--- config.mk ---
export PLATFORM = sky130hd
export DESIGN_NAME = rgb_to_hsl_top
export DESIGN_NICKNAME = d
export VERILOG_FILES = /design/src/design/rgbhsl_pkg.sv /design/src/design/rgbhsl_div.sv /design/src/design/rgb_to_hsl_top.sv
export SDC_FILE = /design/constraint.sdc
export NUM_CORES = 1
export LEC_CHECK = 0
export ABC_AREA = 1
export BUFFER_PORTS_ARGS = -buffer_cell sky130_fd_sc_hd__buf_4
export CAP_MARGIN = 20
export CORE_ASPECT_RATIO = 0.7
export CORE_MARGIN = 4
export CORE_UTILIZATION = 50
export DETAILED_ROUTE_END_ITERATION = 6
export PLACE_DENSITY_LB_ADDON = 0.08
export RECOVER_POWER = 25
export SYNTH_ARGS = -nofsm -noshare
export SYNTH_HDL_FRONTEND = slang
export SYNTH_SLANG_ARGS = --single-unit
--- constraint.sdc ---
create_clock -name clk -period 19.85 [get_ports clk]
set_input_delay 3.97 -clock clk [delete_from_list [all_inputs] [get_ports clk]]
set_output_delay 3.97 -clock clk [all_outputs]
set_load 0.005 [all_outputs]
--- src/design/rgbhsl_pkg.sv ---
// rgbhsl_pkg: widths, fixed-point constants and the sideband word type
// shared by the RGB to HSL converter and its pipelined divider.
// No dependencies.
`timescale 1ns / 1ps
`default_nettype none

package rgbhsl_pkg;

  // Field widths
  localparam int CHAN_W  = 8;
  localparam int HUE_W   = 13;
  localparam int SAT_W   = 16;
  localparam int LIGHT_W = 16;

  // Stream word widths (fields packed from bit 0, padded to bytes)
  localparam int IN_DATA_W  = 24;
  localparam int OUT_DATA_W = 48;

  // Divider shapes: quotient bits and pipeline stages
  localparam int DIV_STAGES = 4;
  localparam int SAT_Q_W    = 16;
  localparam int HUE_Q_W    = 12;

  // Fixed-point constants
  localparam int CHAN_MAX    = 255;        // one channel at full scale
  localparam int SUM_MAX     = 510;        // max + min at full scale
  localparam int SAT_ONE     = 65535;      // Q0.16 value for one
  localparam int LIGHT_SCALE = 257;        // 65535/510 = 257/2
  localparam int HUE_SIXTY   = 960;        // 60 degrees in sixteenths
  localparam int HUE_GREEN   = 1920;       // 120 degrees
  localparam int HUE_BLUE    = 3840;       // 240 degrees
  localparam int HUE_FULL    = 5760;       // 360 degrees

  // Per-pixel sideband carried alongside the divider
  typedef struct packed {
    logic               grey;   // max == min: hue and saturation forced to zero
    logic               neg;    // hue offset is negative, subtract the ceiling
    logic [HUE_W-1:0]   base;   // sector base in sixteenths of a degree
    logic [LIGHT_W-1:0] light;  // finished lightness
  } hsl_side_t;

endpackage

`default_nettype wire

--- src/design/rgbhsl_div.sv ---
// rgbhsl_div: pipelined restoring divider, STAGES register stages with
// Q_W/STAGES quotient bits resolved in each. Needs num < den * 2**Q_W.
// Depends on rgbhsl_pkg for default shapes.
`timescale 1ns / 1ps
`default_nettype none

module rgbhsl_div #(
  parameter int Q_W    = rgbhsl_pkg::SAT_Q_W,
  parameter int DEN_W  = rgbhsl_pkg::CHAN_W,
  parameter int STAGES = rgbhsl_pkg::DIV_STAGES
) (
  input  wire logic                   clk,
  input  wire logic                   en,
  input  wire logic [Q_W+DEN_W-1:0]   num,
  input  wire logic [DEN_W-1:0]       den,
  output logic      [Q_W-1:0]         quo,
  output logic      [DEN_W-1:0]       rem
);

  localparam int NUM_W = Q_W + DEN_W;
  localparam int STEP  = Q_W / STAGES;

  // Per-stage partial remainder, numerator/quotient shift word and divisor
  logic [DEN_W-1:0] rem_q  [STAGES];
  logic [Q_W-1:0]   word_q [STAGES];
  logic [DEN_W-1:0] den_q  [STAGES];

  for (genvar k = 0; k < STAGES; k++) begin : g_stage
    logic [DEN_W-1:0] rem_in;
    logic [DEN_W-1:0] rem_next;
    logic [Q_W-1:0]   word_in;
    logic [Q_W-1:0]   word_next;
    logic [DEN_W-1:0] den_in;

    if (k == 0) begin : g_first
      // high numerator bits are already below the divisor
      assign rem_in  = num[NUM_W-1:Q_W];
      assign word_in = num[Q_W-1:0];
      assign den_in  = den;
    end else begin : g_chain
      assign rem_in  = rem_q[k-1];
      assign word_in = word_q[k-1];
      assign den_in  = den_q[k-1];
    end

    // STEP shift-and-subtract steps; quotient bits enter at the bottom
    always_comb begin : step
      logic [DEN_W:0]   trial;
      logic [DEN_W-1:0] rem_v;
      logic [Q_W-1:0]   word_v;
      rem_v  = rem_in;
      word_v = word_in;
      trial  = '0;
      for (int j = 0; j < STEP; j++) begin
        trial  = {rem_v, word_v[Q_W-1]};
        word_v = {word_v[Q_W-2:0], 1'b0};
        if (trial >= {1'b0, den_in}) begin
          trial     = trial - {1'b0, den_in};
          word_v[0] = 1'b1;
        end
        rem_v = trial[DEN_W-1:0];
      end
      rem_next  = rem_v;
      word_next = word_v;
    end

    always_ff @(posedge clk) begin
      if (en) begin
        rem_q[k]  <= rem_next;
        word_q[k] <= word_next;
        den_q[k]  <= den_in;
      end
    end
  end

  assign quo = word_q[STAGES-1];
  assign rem = rem_q[STAGES-1];

endmodule

`default_nettype wire

--- src/design/rgb_to_hsl_top.sv ---
// rgb_to_hsl_top: stream converter from 8-bit RGB pixels to hue,
// saturation and lightness. Depends on rgbhsl_pkg and rgbhsl_div.
`timescale 1ns / 1ps
`default_nettype none

// One pixel word enters per clock and one HSL word leaves per clock while
// the output is not stalled. There are seven register stages (input
// register, min/max stage, four divider stages, output register), and a
// pixel's valid bit moves through them in that order to m_axis_tvalid. The
// depth is set by the two 8-bit-divisor restoring dividers that run side
// by side, four quotient bits (saturation) and three (hue) per stage.
// A stall on the output freezes the whole pipeline; s_axis_tready is high
// whenever the output register is empty or being taken. No state is kept
// between pixels and there is no start-up sweep after reset.
module rgb_to_hsl_top (
  input  wire logic        clk,
  input  wire logic        rst,
  input  wire logic        s_axis_tvalid,
  output logic             s_axis_tready,
  input  wire logic [23:0] s_axis_tdata,   // red[7:0], green[15:8], blue[23:16]
  output logic             m_axis_tvalid,
  input  wire logic        m_axis_tready,
  output logic [47:0]      m_axis_tdata    // hue[12:0], saturation[28:13],
                                           // lightness[44:29], zero[47:45]
);
  import rgbhsl_pkg::*;

  localparam int SAT_NUM_W = SAT_Q_W + CHAN_W;
  localparam int HUE_NUM_W = HUE_Q_W + CHAN_W;

  logic en;

  // Stage 0: input register
  logic              v0;
  logic [CHAN_W-1:0] red0, green0, blue0;

  // Stage 1: divider operands and sideband
  logic                 v1;
  logic [SAT_NUM_W-1:0] sat_num;
  logic [CHAN_W-1:0]    sat_den;
  logic [HUE_NUM_W-1:0] hue_num;
  logic [CHAN_W-1:0]    hue_den;
  hsl_side_t            side1;

  logic [SAT_NUM_W-1:0] sat_num_next;
  logic [CHAN_W-1:0]    sat_den_next;
  logic [HUE_NUM_W-1:0] hue_num_next;
  logic [CHAN_W-1:0]    hue_den_next;
  hsl_side_t            side1_next;

  // Valid and sideband line alongside the divider
  logic [DIV_STAGES-1:0] v_div;
  hsl_side_t             side_div [DIV_STAGES];

  logic [SAT_Q_W-1:0] sat_quo;
  logic [CHAN_W-1:0]  sat_rem;
  logic [HUE_Q_W-1:0] hue_quo;
  logic [CHAN_W-1:0]  hue_rem;

  // Output register
  logic [HUE_W-1:0]   out_hue;
  logic [SAT_W-1:0]   out_sat;
  logic [LIGHT_W-1:0] out_light;
  logic [HUE_W-1:0]   out_hue_next;

  // Pipeline moves whenever the output word is empty or taken
  assign en            = !m_axis_tvalid || m_axis_tready;
  assign s_axis_tready = en;

  // Valid bits
  always_ff @(posedge clk) begin
    if (rst) begin
      v0            <= 1'b0;
      v1            <= 1'b0;
      v_div         <= '0;
      m_axis_tvalid <= 1'b0;
    end else if (en) begin
      v0            <= s_axis_tvalid;
      v1            <= v0;
      v_div         <= {v_div[DIV_STAGES-2:0], v1};
      m_axis_tvalid <= v_div[DIV_STAGES-1];
    end
  end

  // Input register
  always_ff @(posedge clk) begin
    if (en) begin
      red0   <= s_axis_tdata[7:0];
      green0 <= s_axis_tdata[15:8];
      blue0  <= s_axis_tdata[23:16];
    end
  end

  // Stage 1: max/min, lightness, divider operands, hue sector
  always_comb begin
    logic [CHAN_W-1:0] mx, mn, d, mag;
    logic [CHAN_W:0]   s, other;
    logic [16:0]       light_x2;
    logic              red_max, green_max, neg;
    mx = red0;
    mn = red0;
    if (green0 > mx) mx = green0;
    if (blue0 > mx)  mx = blue0;
    if (green0 < mn) mn = green0;
    if (blue0 < mn)  mn = blue0;
    d     = mx - mn;
    s     = {1'b0, mx} + {1'b0, mn};
    other = (CHAN_W+1)'(SUM_MAX) - s;

    // lightness = floor(s * 257 / 2)
    light_x2 = 17'(s) * 17'(LIGHT_SCALE);

    // saturation: d * 65535 over s or 510 - s
    sat_num_next = SAT_NUM_W'(d) * SAT_NUM_W'(SAT_ONE);
    if (s <= (CHAN_W+1)'(CHAN_MAX)) sat_den_next = s[CHAN_W-1:0];
    else                            sat_den_next = other[CHAN_W-1:0];

    // hue sector: red, then green, then blue on ties
    red_max   = (red0 >= green0) && (red0 >= blue0);
    green_max = !red_max && (green0 >= blue0);
    neg       = 1'b0;
    mag       = '0;
    side1_next.base = '0;
    if (red_max) begin
      neg = green0 < blue0;
      mag = neg ? (blue0 - green0) : (green0 - blue0);
      side1_next.base = neg ? HUE_W'(HUE_FULL) : '0;
    end else if (green_max) begin
      neg = blue0 < red0;
      mag = neg ? (red0 - blue0) : (blue0 - red0);
      side1_next.base = HUE_W'(HUE_GREEN);
    end else begin
      neg = red0 < green0;
      mag = neg ? (green0 - red0) : (red0 - green0);
      side1_next.base = HUE_W'(HUE_BLUE);
    end
    hue_num_next = HUE_NUM_W'(mag) * HUE_NUM_W'(HUE_SIXTY);
    hue_den_next = d;

    side1_next.grey  = (d == '0);
    side1_next.neg   = neg;
    side1_next.light = light_x2[16:1];
  end

  always_ff @(posedge clk) begin
    if (en) begin
      sat_num <= sat_num_next;
      sat_den <= sat_den_next;
      hue_num <= hue_num_next;
      hue_den <= hue_den_next;
      side1   <= side1_next;
    end
  end

  // Dividers, stage-aligned
  rgbhsl_div #(
    .Q_W    (SAT_Q_W),
    .DEN_W  (CHAN_W),
    .STAGES (DIV_STAGES)
  ) u_sat_div (
    .clk (clk),
    .en  (en),
    .num (sat_num),
    .den (sat_den),
    .quo (sat_quo),
    .rem (sat_rem)
  );

  rgbhsl_div #(
    .Q_W    (HUE_Q_W),
    .DEN_W  (CHAN_W),
    .STAGES (DIV_STAGES)
  ) u_hue_div (
    .clk (clk),
    .en  (en),
    .num (hue_num),
    .den (hue_den),
    .quo (hue_quo),
    .rem (hue_rem)
  );

  // Sideband line, same depth as the dividers
  always_ff @(posedge clk) begin
    if (en) begin
      side_div[0] <= side1;
      for (int k = 1; k < DIV_STAGES; k++) begin
        side_div[k] <= side_div[k-1];
      end
    end
  end

  // Final hue: zero if grey, base plus floor, or base minus ceiling if negative
  always_comb begin
    hsl_side_t sd;
    sd = side_div[DIV_STAGES-1];
    if (sd.grey) begin
      out_hue_next = '0;
    end else if (sd.neg) begin
      out_hue_next = sd.base - HUE_W'(hue_quo) - HUE_W'(hue_rem != '0);
    end else begin
      out_hue_next = sd.base + HUE_W'(hue_quo);
    end
  end

  // Output register
  always_ff @(posedge clk) begin
    if (en) begin
      out_hue   <= out_hue_next;
      out_sat   <= side_div[DIV_STAGES-1].grey ? '0 : sat_quo;
      out_light <= side_div[DIV_STAGES-1].light;
    end
  end

  assign m_axis_tdata = {3'b000, out_light, out_sat, out_hue};

  // Checks
  a_reset_clears: assert property (@(posedge clk)
    rst |=> (!m_axis_tvalid && !v0 && !v1 && (v_div == '0)))
    else $error("pipeline valid bits not cleared by reset");

  a_hue_range: assert property (@(posedge clk) disable iff (rst)
    m_axis_tvalid |-> (out_hue < HUE_W'(HUE_FULL)))
    else $error("hue outside one full turn");

  a_stall_freeze: assert property (@(posedge clk) disable iff (rst)
    (m_axis_tvalid && !m_axis_tready) |=> ($stable(v_div) && $stable(v1) && $stable(v0)))
    else $error("pipeline moved during an output stall");

  a_grey_zero: assert property (@(posedge clk) disable iff (rst)
    (en && v_div[DIV_STAGES-1] && side_div[DIV_STAGES-1].grey)
      |=> (m_axis_tvalid && (out_hue == '0) && (out_sat == '0)))
    else $error("grey pixel gave non-zero hue or saturation");

  a_sat_light: assert property (@(posedge clk) disable iff (rst)
    (m_axis_tvalid && (out_sat != '0)) |-> (out_light != '0))
    else $error("coloured pixel with zero lightness");

endmodule

`default_nettype wire

==> results of run 1 <==
## cell families after synthesis
logic type,count (synthesis),share of synthesized area (%)
and+or+nand+nor,1489,19.5
adders and majority gates,454,18.7
muxes,1,0.0301
AOI/OAI and AO/OA,554,9.62
buffers and inverters,635,7.58
xor gates and xnor gates,204,5.42
DFF,436,39.2
other,1,0.0113
## state kept, by name (all words and copies together), names as in the netlist, 16 cells and up
signal,cells
u_sat_div.rem_q,24
u_hue_div.den_q,22
sat_num,24
u_sat_div.word_q,62
out_sat,16
out_light,16
side_div,92
u_sat_div.den_q,22
side1,23
u_hue_div.rem_q,32
u_hue_div.word_q,33
## through the flow
step                cells  worst slack [ps]  util [%]
finish               4784              9700      55.5
global route         4784              8930      55.5
CTS                  4784              9790      55.5
floorplan            3776              3440         -
global placement     4698             10070      53.1
detailed placement   4698              9830      53.1
## critical path: cells and delay by family (launching register included)
kind            cells  cell delay (ps)
compound gates      9             2560
xor+xnor            2              450
fa+ha+maj          11             4200
buf+inv             9              800
flops               1              420
simple gates       12             1440
## layout make-up
cell class              instances  area, um2
clock buffers                  52       1170
clock inverters                34        354
fillers                      5994      29100
inverters                     593       2240
multi-input cells            2705      17700
flip-flops and latches        436      13000
well taps                     880       1100
repair buffers                 84        623
## cell usage after synthesis, types with 6 or more instances
cell type  number  share of area (%)
o21ai_1        25               0.38
o311ai_0        6               0.16
o21bai_1       10               0.23
xor2_1        135                3.6
nand3b_1       12               0.27
or2_2          10               0.19
o21ai_0       138                2.1
o21ai_2         9               0.24
ha_1          384                 14
nor4_1          9               0.17
xnor2_1        67                1.8
o211ai_1       16               0.36
nand2_2        28               0.53
nand3_2        14               0.42
fa_1           70                4.2
nand4_1        49               0.92
inv_1         574                6.5
buf_4          11               0.25
nor2_1        235                2.7
edfxtp_1      429                 39
a21oi_1       259                3.9
buf_6          11               0.37
nand3_1       182                2.7
nor2_4          8               0.27
a211oi_1       19               0.43
nand2_1       877                9.9
nor3_1         35               0.53
a21o_1         17               0.38
inv_2          17               0.19
clkbuf_1       12               0.14
dfxtp_1         7               0.42
a21oi_2        22               0.58
## layer usage
metal | track usage (%) | part of all wire, % | routed length, um
met5 | 0 | 0 | 0
met4 | 4.64 | 1.9 | 1430
met3 | 3.96 | 6.7 | 4960
met2 | 29.0 | 39 | 28700
met1 | 34.2 | 53 | 39300
## path summary, 6_finish.rpt
| check | startpoint | endpoint | slack [ps] | depth (start not counted) |
|---|---|---|---|---|
| setup / recovery | green0[0]$_DFFE_PP_ | sat_num[21]$_DFFE_PP_ | 9700 | 43 |
| hold / removal | u_sat_div.word_q[0][7]$_DFFE_PP_ | u_sat_div.word_q[1][11]$_DFFE_PP_ | 410 | 0 |
| setup reg to reg | green0[0]$_DFFE_PP_ | sat_num[21]$_DFFE_PP_ | 9700 | 43 |
| hold reg to reg | u_sat_div.word_q[0][7]$_DFFE_PP_ | u_sat_div.word_q[1][11]$_DFFE_PP_ | 410 | 0 |
==> results.toml, run 1 <==
[setup_path]
end_kind = "register"
start_kind = "register"
cp_common_cell = "inv_1"
cpPeakStageDelay_ps = 780
critical_path_required_ps = 20190
slowest_stage = "a211oi_2"
crit_type = "register to register"
path_max_fanout = 17
arrival_ps = 10490

[routing]
drc = 0
via_count = 24832
wire_per_inst_um = 15.5
first_pass_iters = 5
drt_iter0_drc = 2249
ant_nets = 0
drt-total-wl_um = 74400
viasPerCell = 5.19

[clock_network]
clockRootBuffer = "clkbuf_16"
cts.repair.resized = 0
insertion_delay_ps = 610
path_clk_slew_ps = 70
cts_setup_buffers = 0
cts.sinks = 436
htreeDepth = 2
numCtsBuffers = 46
cts_tree = "yes"
ctsHoldBuffers = 0
clock_path_buffers = 3

[timing]
tightest_slew_ps = 1010
fin_crit_ps = 10150
hold_violations = 0
clock.fmax_ghz = 0.0985
fin_tns_setup_ps = 0
slew-limit-headroom_pct = 32.6
whs_ps = 413
period_share_pct = 51.1
clock_skew_ps = 21.8
final_max_slew_viol_count = 0
grt_setup_unrepaired = "no"
setup_viol = 0

[die]
die_area_mm2 = 0.0707
coreArea_mm2 = 0.0653
initial_utilization_pct = 50.9
fp.dieH_um = 224
chipWidth_um = 316
ios = 78
row_count = 78

[synth]
ys_ff_latch = 436
synthFlopType = "edfxtp_1"
synth.avg_cell_area_um2 = 8.80
synth.distinct_cells = 68
async_flop_share_pct = 0
yosysSeqAreaShare_pct = 39.2
synth_edf_count = 429
ys_warn_count = 0
syn_inst = 3774
synthesis.area_mm2 = 0.0332

[place]
hpwl_um = 59100
gp_congestion = 0.930
dpl_cell_area_mm2 = 0.0347
port_buffers = 74

[global_route]
grt_overflow = 0
grt_max_degree = 71
grt_usage_pct = 21.2
grt_pass1_vias = 23014
grt_pass1_wl_um = 122000
antenna_found_initial = 0

[final_layout]
area_growth_pct = 8.98
antenna_cells = 0
layout_commonest_cell = "nand2_1"
layout.nets = 4348
postLayoutCellArea_mm2 = 0.0362
mostFrequentLayoutCells = "877 x nand2_1, 573 x inv_1, 429 x edfxtp_1"
drive_gt1_share_pct = 7.56

[flow_run]
maxCapViolCount = 0

[outcome]
status = "complete, no violations"

[worst_hold_path]
holdCritPathClass = "register to register"
Power of run 1 is left out: the tool's default activity adds up to more than one toggle a clock period on the data nets, which glitch-free logic cannot reach.
==> run 2: changes to the inputs <==
- ABC_AREA: 1 -> 0
- clock period: 19.85 -> 9.4 ns (I/O delays scaled with it)
==> run 2 against run 1 <==
  * The run now ends with capacitance limit, slew limit left
  * Global-route usage is 0.70 points higher
  * Non-clock buffer count up 116
  * Fmax up 10%
  * First-iteration DRC count fell by 24%
  * Register-to-register slack worse by 9500 ps
  * Critical endpoint is now sat_num[22]$_DFFE_PP_
  * Highest routed layer unchanged
==> results.toml, run 2 <==
[worst_hold_path]
min-delay-start = "side_div[3][3]$_DFFE_PP_"
whs_path_depth = 0
hold_path_end = "out_light[3]$_DFFE_PP_"
holdCritPathClass = "register to register"

[timing]
fin_crit_ps = 9230
clock.fmax_ghz = 0.108
slew-limit-headroom_pct = -26.4
fin_tns_setup_ps = 0
grt_setup_unrepaired = "yes"
hold_violations = 0
final_max_slew_viol_count = 34
worst_slack_ps = 174
clock_skew_ps = 38.2
setup_viol = 0
period_share_pct = 98.1
tightest_slew_ps = 1900

[setup_path]
r2r_cells = 50
end_kind = "register"
critical_path_required_ps = 9890
critPathBufInv = 12
start_kind = "register"
cpPeakStageDelay_ps = 590
slowest_stage = "fa_2"
crit-reg2reg-capture = "sat_num[22]$_DFFE_PP_"
rrSetupSlack_ps = 170
path_delay_family = "compound AO/OA/AOI/OAI gates"
r2r-start = "green0[0]$_DFFE_PP_"
arrival_ps = 9710
path_max_fanout = 5
crit_type = "register to register"

[clock_network]
path_clk_slew_ps = 60
cts.sinks = 436
clockRootBuffer = "clkbuf_16"
ctsHoldBuffers = 0
cts_tree = "yes"
numCtsBuffers = 46
clock_path_buffers = 3
insertion_delay_ps = 610
htreeDepth = 2

[final_layout]
seqCellArea_mm2 = 0.0130
drive_gt1_share_pct = 14.6
mostFrequentLayoutCells = "429 x edfxtp_1, 371 x ha_1, 320 x inv_1"
top_register = "side_div"
largest_reg_flops = 92
layout.nets = 3628
multi_input_area_mm2 = 0.0178
fillers = 5264
reg.largest.list = "side_div: 92 flops, u_sat_div.word_q: 62 flops, u_hue_div.word_q: 33 flops"
final_util_pct = 57.6
area_growth_pct = 14.2
layout_commonest_cell = "edfxtp_1"

[routing]
via_count = 22639
drt_iter0_drc = 1716
drt-total-wl_um = 74400
viasPerCell = 5.64
first_pass_iters = 7
ant_nets = 0
drc = 0
wire_per_inst_um = 18.6

[die]
coreArea_mm2 = 0.0631
ios = 78
row_count = 77
chipWidth_um = 310
fp.dieH_um = 219
initial_utilization_pct = 50.4
die_area_mm2 = 0.0678

[synth]
synth_area_leader_cell = "edfxtp_1"
synth.avg_cell_area_um2 = 10.8
async_flop_share_pct = 0
synthFlopType = "edfxtp_1"
ys_ff_latch = 436
syn_inst = 2935
synth.distinct_cells = 96
synth_top_area_share_pct = 40.5
synth_commonest_cells = "429 x edfxtp_1, 384 x ha_1, 332 x inv_1"
yosysSeqAreaShare_pct = 40.9
ys_warn_count = 0
yosysMostFrequentCell = "edfxtp_1"
synthesis.area_mm2 = 0.0318
synthTopCellsByArea = "edfxtp_1 40%, ha_1 15%, fa_1 4.4%, inv_1 3.9%, xnor2_1 3.8%"
synth_edf_count = 429

[global_route]
grt_pass1_wl_um = 119000
grt_use_met1_pct = 33.5
grt_usage_pct = 21.9
grt_overflow = 0
top_usage_layer = "met1"
use_met3_pct = 2.88
grt_max_degree = 160
grt_pass1_vias = 22223
antenna_found_initial = 1
grtUsageMet2_pct = 32.7

[place]
port_buffers = 74
hpwl_um = 57600
gp_congestion = 0.922
pre_cts_ws_ps = -322

[outcome]
status = "finished with violations"
violations = "capacitance limit, slew limit"

[flow_run]
maxCapViolCount = 1
## run 2: cell types whose count changed in the layout (fill, tap and decap cells not counted), sizes merged, moves of 72 or more
cell / before / now
nand2: 910 / 113
inv: 599 / 341
nand3: 199 / 37
buf: 82 / 196
mux2: 0 / 89
a21oi: 283 / 201
mux2i: 1 / 78
xnor2: 67 / 139
xor2: 137 / 65
## run 2: logic make-up after synthesis
logic type	share of synthesized area, %
AOI/OAI and AO/OA	13.8
and+or+nand+nor	9.87
adders and majority gates	19.5
DFF	40.9
buffers and inverters	4.55
xor gates and xnor gates	5.61
muxes	5.76
other	0.0118
## run 2: area by class of cell
type / instances / share of cell area, %
diodes: 1 / 0.00688
clock buffers: 49 / 3.20
clock inverters: 34 / 1.44
inverters: 337 / 3.50
multi-input cells: 2125 / 49.0
flip-flops and latches: 436 / 35.8
well taps: 829 / 2.85
repair buffers: 200 / 4.22
## run 2: routing by layer
| metal | wire length [um] | vias up | part of all wire [%] |
|---|---|---|---|
| li1 | - | 11078 | - |
| met3 | 3650 | 120 | 4.9 |
| met2 | 31300 | 486 | 42 |
| met5 | 0 | - | 0 |
| met1 | 37800 | 10955 | 51 |
| met4 | 1720 | 0 | 2.3 |
## run 2: worst max-delay path by stage
stage	depth (start not counted)	start	slack, ps	endpoint
6_report	50	green0[0]$_DFFE_PP_	170	sat_num[22]$_DFFE_PP_
5_1_grt	49	green0[0]$_DFFE_PP_	-310	sat_num[22]$_DFFE_PP_
4_1_cts	45	green0[0]$_DFFE_PP_	20	sat_num[22]$_DFFE_PP_
3_5_place_dp	43	green0[0]$_DFFE_PP_	-320	sat_num[22]$_DFFE_PP_
3_3_place_gp	41	green0[0]$_DFFE_PP_	-70	sat_num[22]$_DFFE_PP_
2_1_floorplan	44	red0[1]$_DFFE_PP_	10	sat_num[22]$_DFFE_PP_
## run 2: what timing repair did
action,CTS,global route
setup endpoints to repair,3,27
gates resized for setup,10,87
buffers inserted,4,17
gates cloned,1,0
pin swaps,4,44
## run 2: through the flow
| step | hold slack [ps] | cell area, um2 | cells |
|---|---|---|---|
| floorplan | 400 | 31900 | 2937 |
| global placement | 401 | 34100 | 3904 |
| detailed placement | 405 | 34100 | 3904 |
| CTS | 404 | 35900 | 3992 |
| global route | 398 | 36300 | 4010 |
| finish | 400 | 36300 | 4011 |
## run 2: worst register-to-register path, delay by kind of cell (launching register included)
kind                       cells  cell delay [ps]
and+or+nand+nor                5              560
DFF                            1              410
AOI/OAI and AO/OA             20             3330
buffers and inverters         12             1250
xor gates and xnor gates       2              510
muxes                          1              180
adders and majority gates     10             2900
Power of run 2 is left out for the same reason.
==> run 3: changes to the inputs <==
- CELL_PAD_IN_SITES_DETAIL_PLACEMENT: default -> 0
- CELL_PAD_IN_SITES_GLOBAL_PLACEMENT: default -> 2
- CORE_UTILIZATION: 50 -> 44
- PLACE_DENSITY_LB_ADDON: 0.08 -> 0.05
- SKIP_LAST_GASP: default -> 1
==> run 3 against run 2 <==
  * The run now ends clean
  * Worst setup slack improved by 100 ps
  * Register-to-register slack improved by 100 ps
  * Via count decreased by 1.7%
  * Count of clock-buffer cells in the layout increased by 4
  * Fmax increased by 1.1%
  * First-iteration DRC count decreased by 13%
  * Die area increased by 13%
  * Critical path type unchanged
  * Global-route usage decreased by 2.1 points
  * Core utilization decreased by 6.8 points
  * Hold slack improved by 8.5 ps
  * Wire length increased by 2.4%
==> results.toml, run 3 (synthesis gave the netlist of run 2 again) <==
[timing]
tightest_slew_ps = 1050
fin_tns_setup_ps = 0
clock.fmax_ghz = 0.110
final_max_slew_viol_count = 0
hold_violations = 0
period_share_pct = 97.1
setup_viol = 0
fin_crit_ps = 9130
slew-limit-headroom_pct = 29.9
clock_skew_ps = 29.0
grt_setup_unrepaired = "yes"

[place]
dpl_cell_area_mm2 = 0.0344
port_buffers = 74
gp_congestion = 0.877
dp.cells = 4054
hpwl_um = 58800

[routing]
ant_nets = 0
first_pass_iters = 5
wire_per_inst_um = 18.4
drt-total-wl_um = 76200
viasPerCell = 5.36
drt_iter0_drc = 1491
drc = 0
via_count = 22244

[final_layout]
reg.largest.list = "side_div: 92 flops, u_sat_div.word_q: 62 flops, u_hue_div.word_q: 33 flops"
mostFrequentLayoutCells = "429 x edfxtp_1, 374 x ha_1, 320 x inv_1"
fillers = 6485
antenna_cells = 0
largest_reg_flops = 92
final_cell_count_no_fill = 4151
area_growth_pct = 14.2
layout_commonest_cell = "edfxtp_1"
drive_gt1_share_pct = 14.7
layout.nets = 3631
top_register = "side_div"
postLayoutCellArea_mm2 = 0.0364

[global_route]
grt_max_degree = 153
grt_pass1_vias = 21587
antenna_found_initial = 0
grt_overflow = 0
grt_pass1_wl_um = 121000
grt_usage_pct = 19.7

[setup_path]
end_kind = "register"
path_max_fanout = 6
r2r-start = "green0[0]$_DFFE_PP_"
arrival_ps = 9470
critical_path_required_ps = 9740
slowest_stage = "fa_2"
start_kind = "register"
cp_common_cell = "a21o_1"
cpPeakStageDelay_ps = 590
crit_type = "register to register"
critPathLaunch = "green0[0]$_DFFE_PP_"

[die]
ios = 78
coreArea_mm2 = 0.0716
initial_utilization_pct = 44.4
die_area_mm2 = 0.0768
row_count = 82
chipWidth_um = 329
fp.dieH_um = 233

[clock_network]
clock_path_buffers = 3
path_clk_slew_ps = 70
htreeDepth = 2
insertion_delay_ps = 610
numCtsBuffers = 47
cts_tree = "yes"
clockRootBuffer = "clkbuf_16"
cts.sinks = 436

[outcome]
status = "complete, no violations"

[worst_hold_path]
holdCritPathClass = "register to register"
min-delay-start = "side_div[1][14]$_DFFE_PP_"

[flow_run]
maxCapViolCount = 0
==> run 3: changes by cell type in the layout (fill, tap and decap cells not counted), sizes merged <==
cell,previous run,this run
clkbuf,53,56
inv,341,337
clkinv,14,23
o221ai,14,13
bufinv,11,5
buf,196,200
clkinvlp,5,4
diode,1,0
==> run 3: final timing paths <==
check,slack [ps],cells past startpoint,endpoint
setup reg to reg,270,45,sat_num[22]$_DFFE_PP_
hold reg to reg,410,0,side_div[2][14]$_DFFE_PP_
setup / recovery,270,45,sat_num[22]$_DFFE_PP_
hold / removal,410,0,side_div[2][14]$_DFFE_PP_
==> run 3: critical path: cells and delay by family (launching register included) <==
family	cells	cell delay [ps]
xor+xnor	2	350
compound gates	16	2920
buf+inv	11	1060
fa+ha+maj	10	3190
flops	1	410
mux	1	260
simple gates	5	660
==> run 3: layout make-up <==
class / instances / area (um2) / area share [%]
inverter: 337 / 1270 / 3.50
multi-input combinational: 2124 / 17700 / 48.7
timing repair buffer: 203 / 1560 / 4.30
tap: 966 / 1210 / 3.32
clock buffer: 53 / 1240 / 3.41
sequential: 436 / 13000 / 35.8
clock inverter: 32 / 324 / 0.891
==> run 3: what timing repair did <==
action                     CTS  global route
buffers inserted             1            11
pin swaps                    5            36
hold buffers                 0             0
setup endpoints to repair    3            36
resized for setup           12            83
==> run 3: per-stage QoR <==
stage / hold slack, ps / setup slack, ps / utilization [%]
floorplan: 400 / 10.9 / -
global placement: 401 / -15.3 / 48.0
detailed placement: 405 / -157 / 48.0
CTS: 384 / 22.0 / 50.3
global route: 421 / -185 / 50.8
finish: 408 / 274 / 50.8
==> run 3: per-layer routing <==
layer | share of wire (%) | vias to the layer above | global-route usage (%)
met5 | 0 | - | 0
li1 | - | 11068 | -
met1 | 54 | 10658 | 32.0
met4 | 1.4 | 0 | 3.76
met3 | 4.7 | 61 | 2.84
met2 | 40 | 457 | 27.6
Power of run 3 is left out for the same reason.
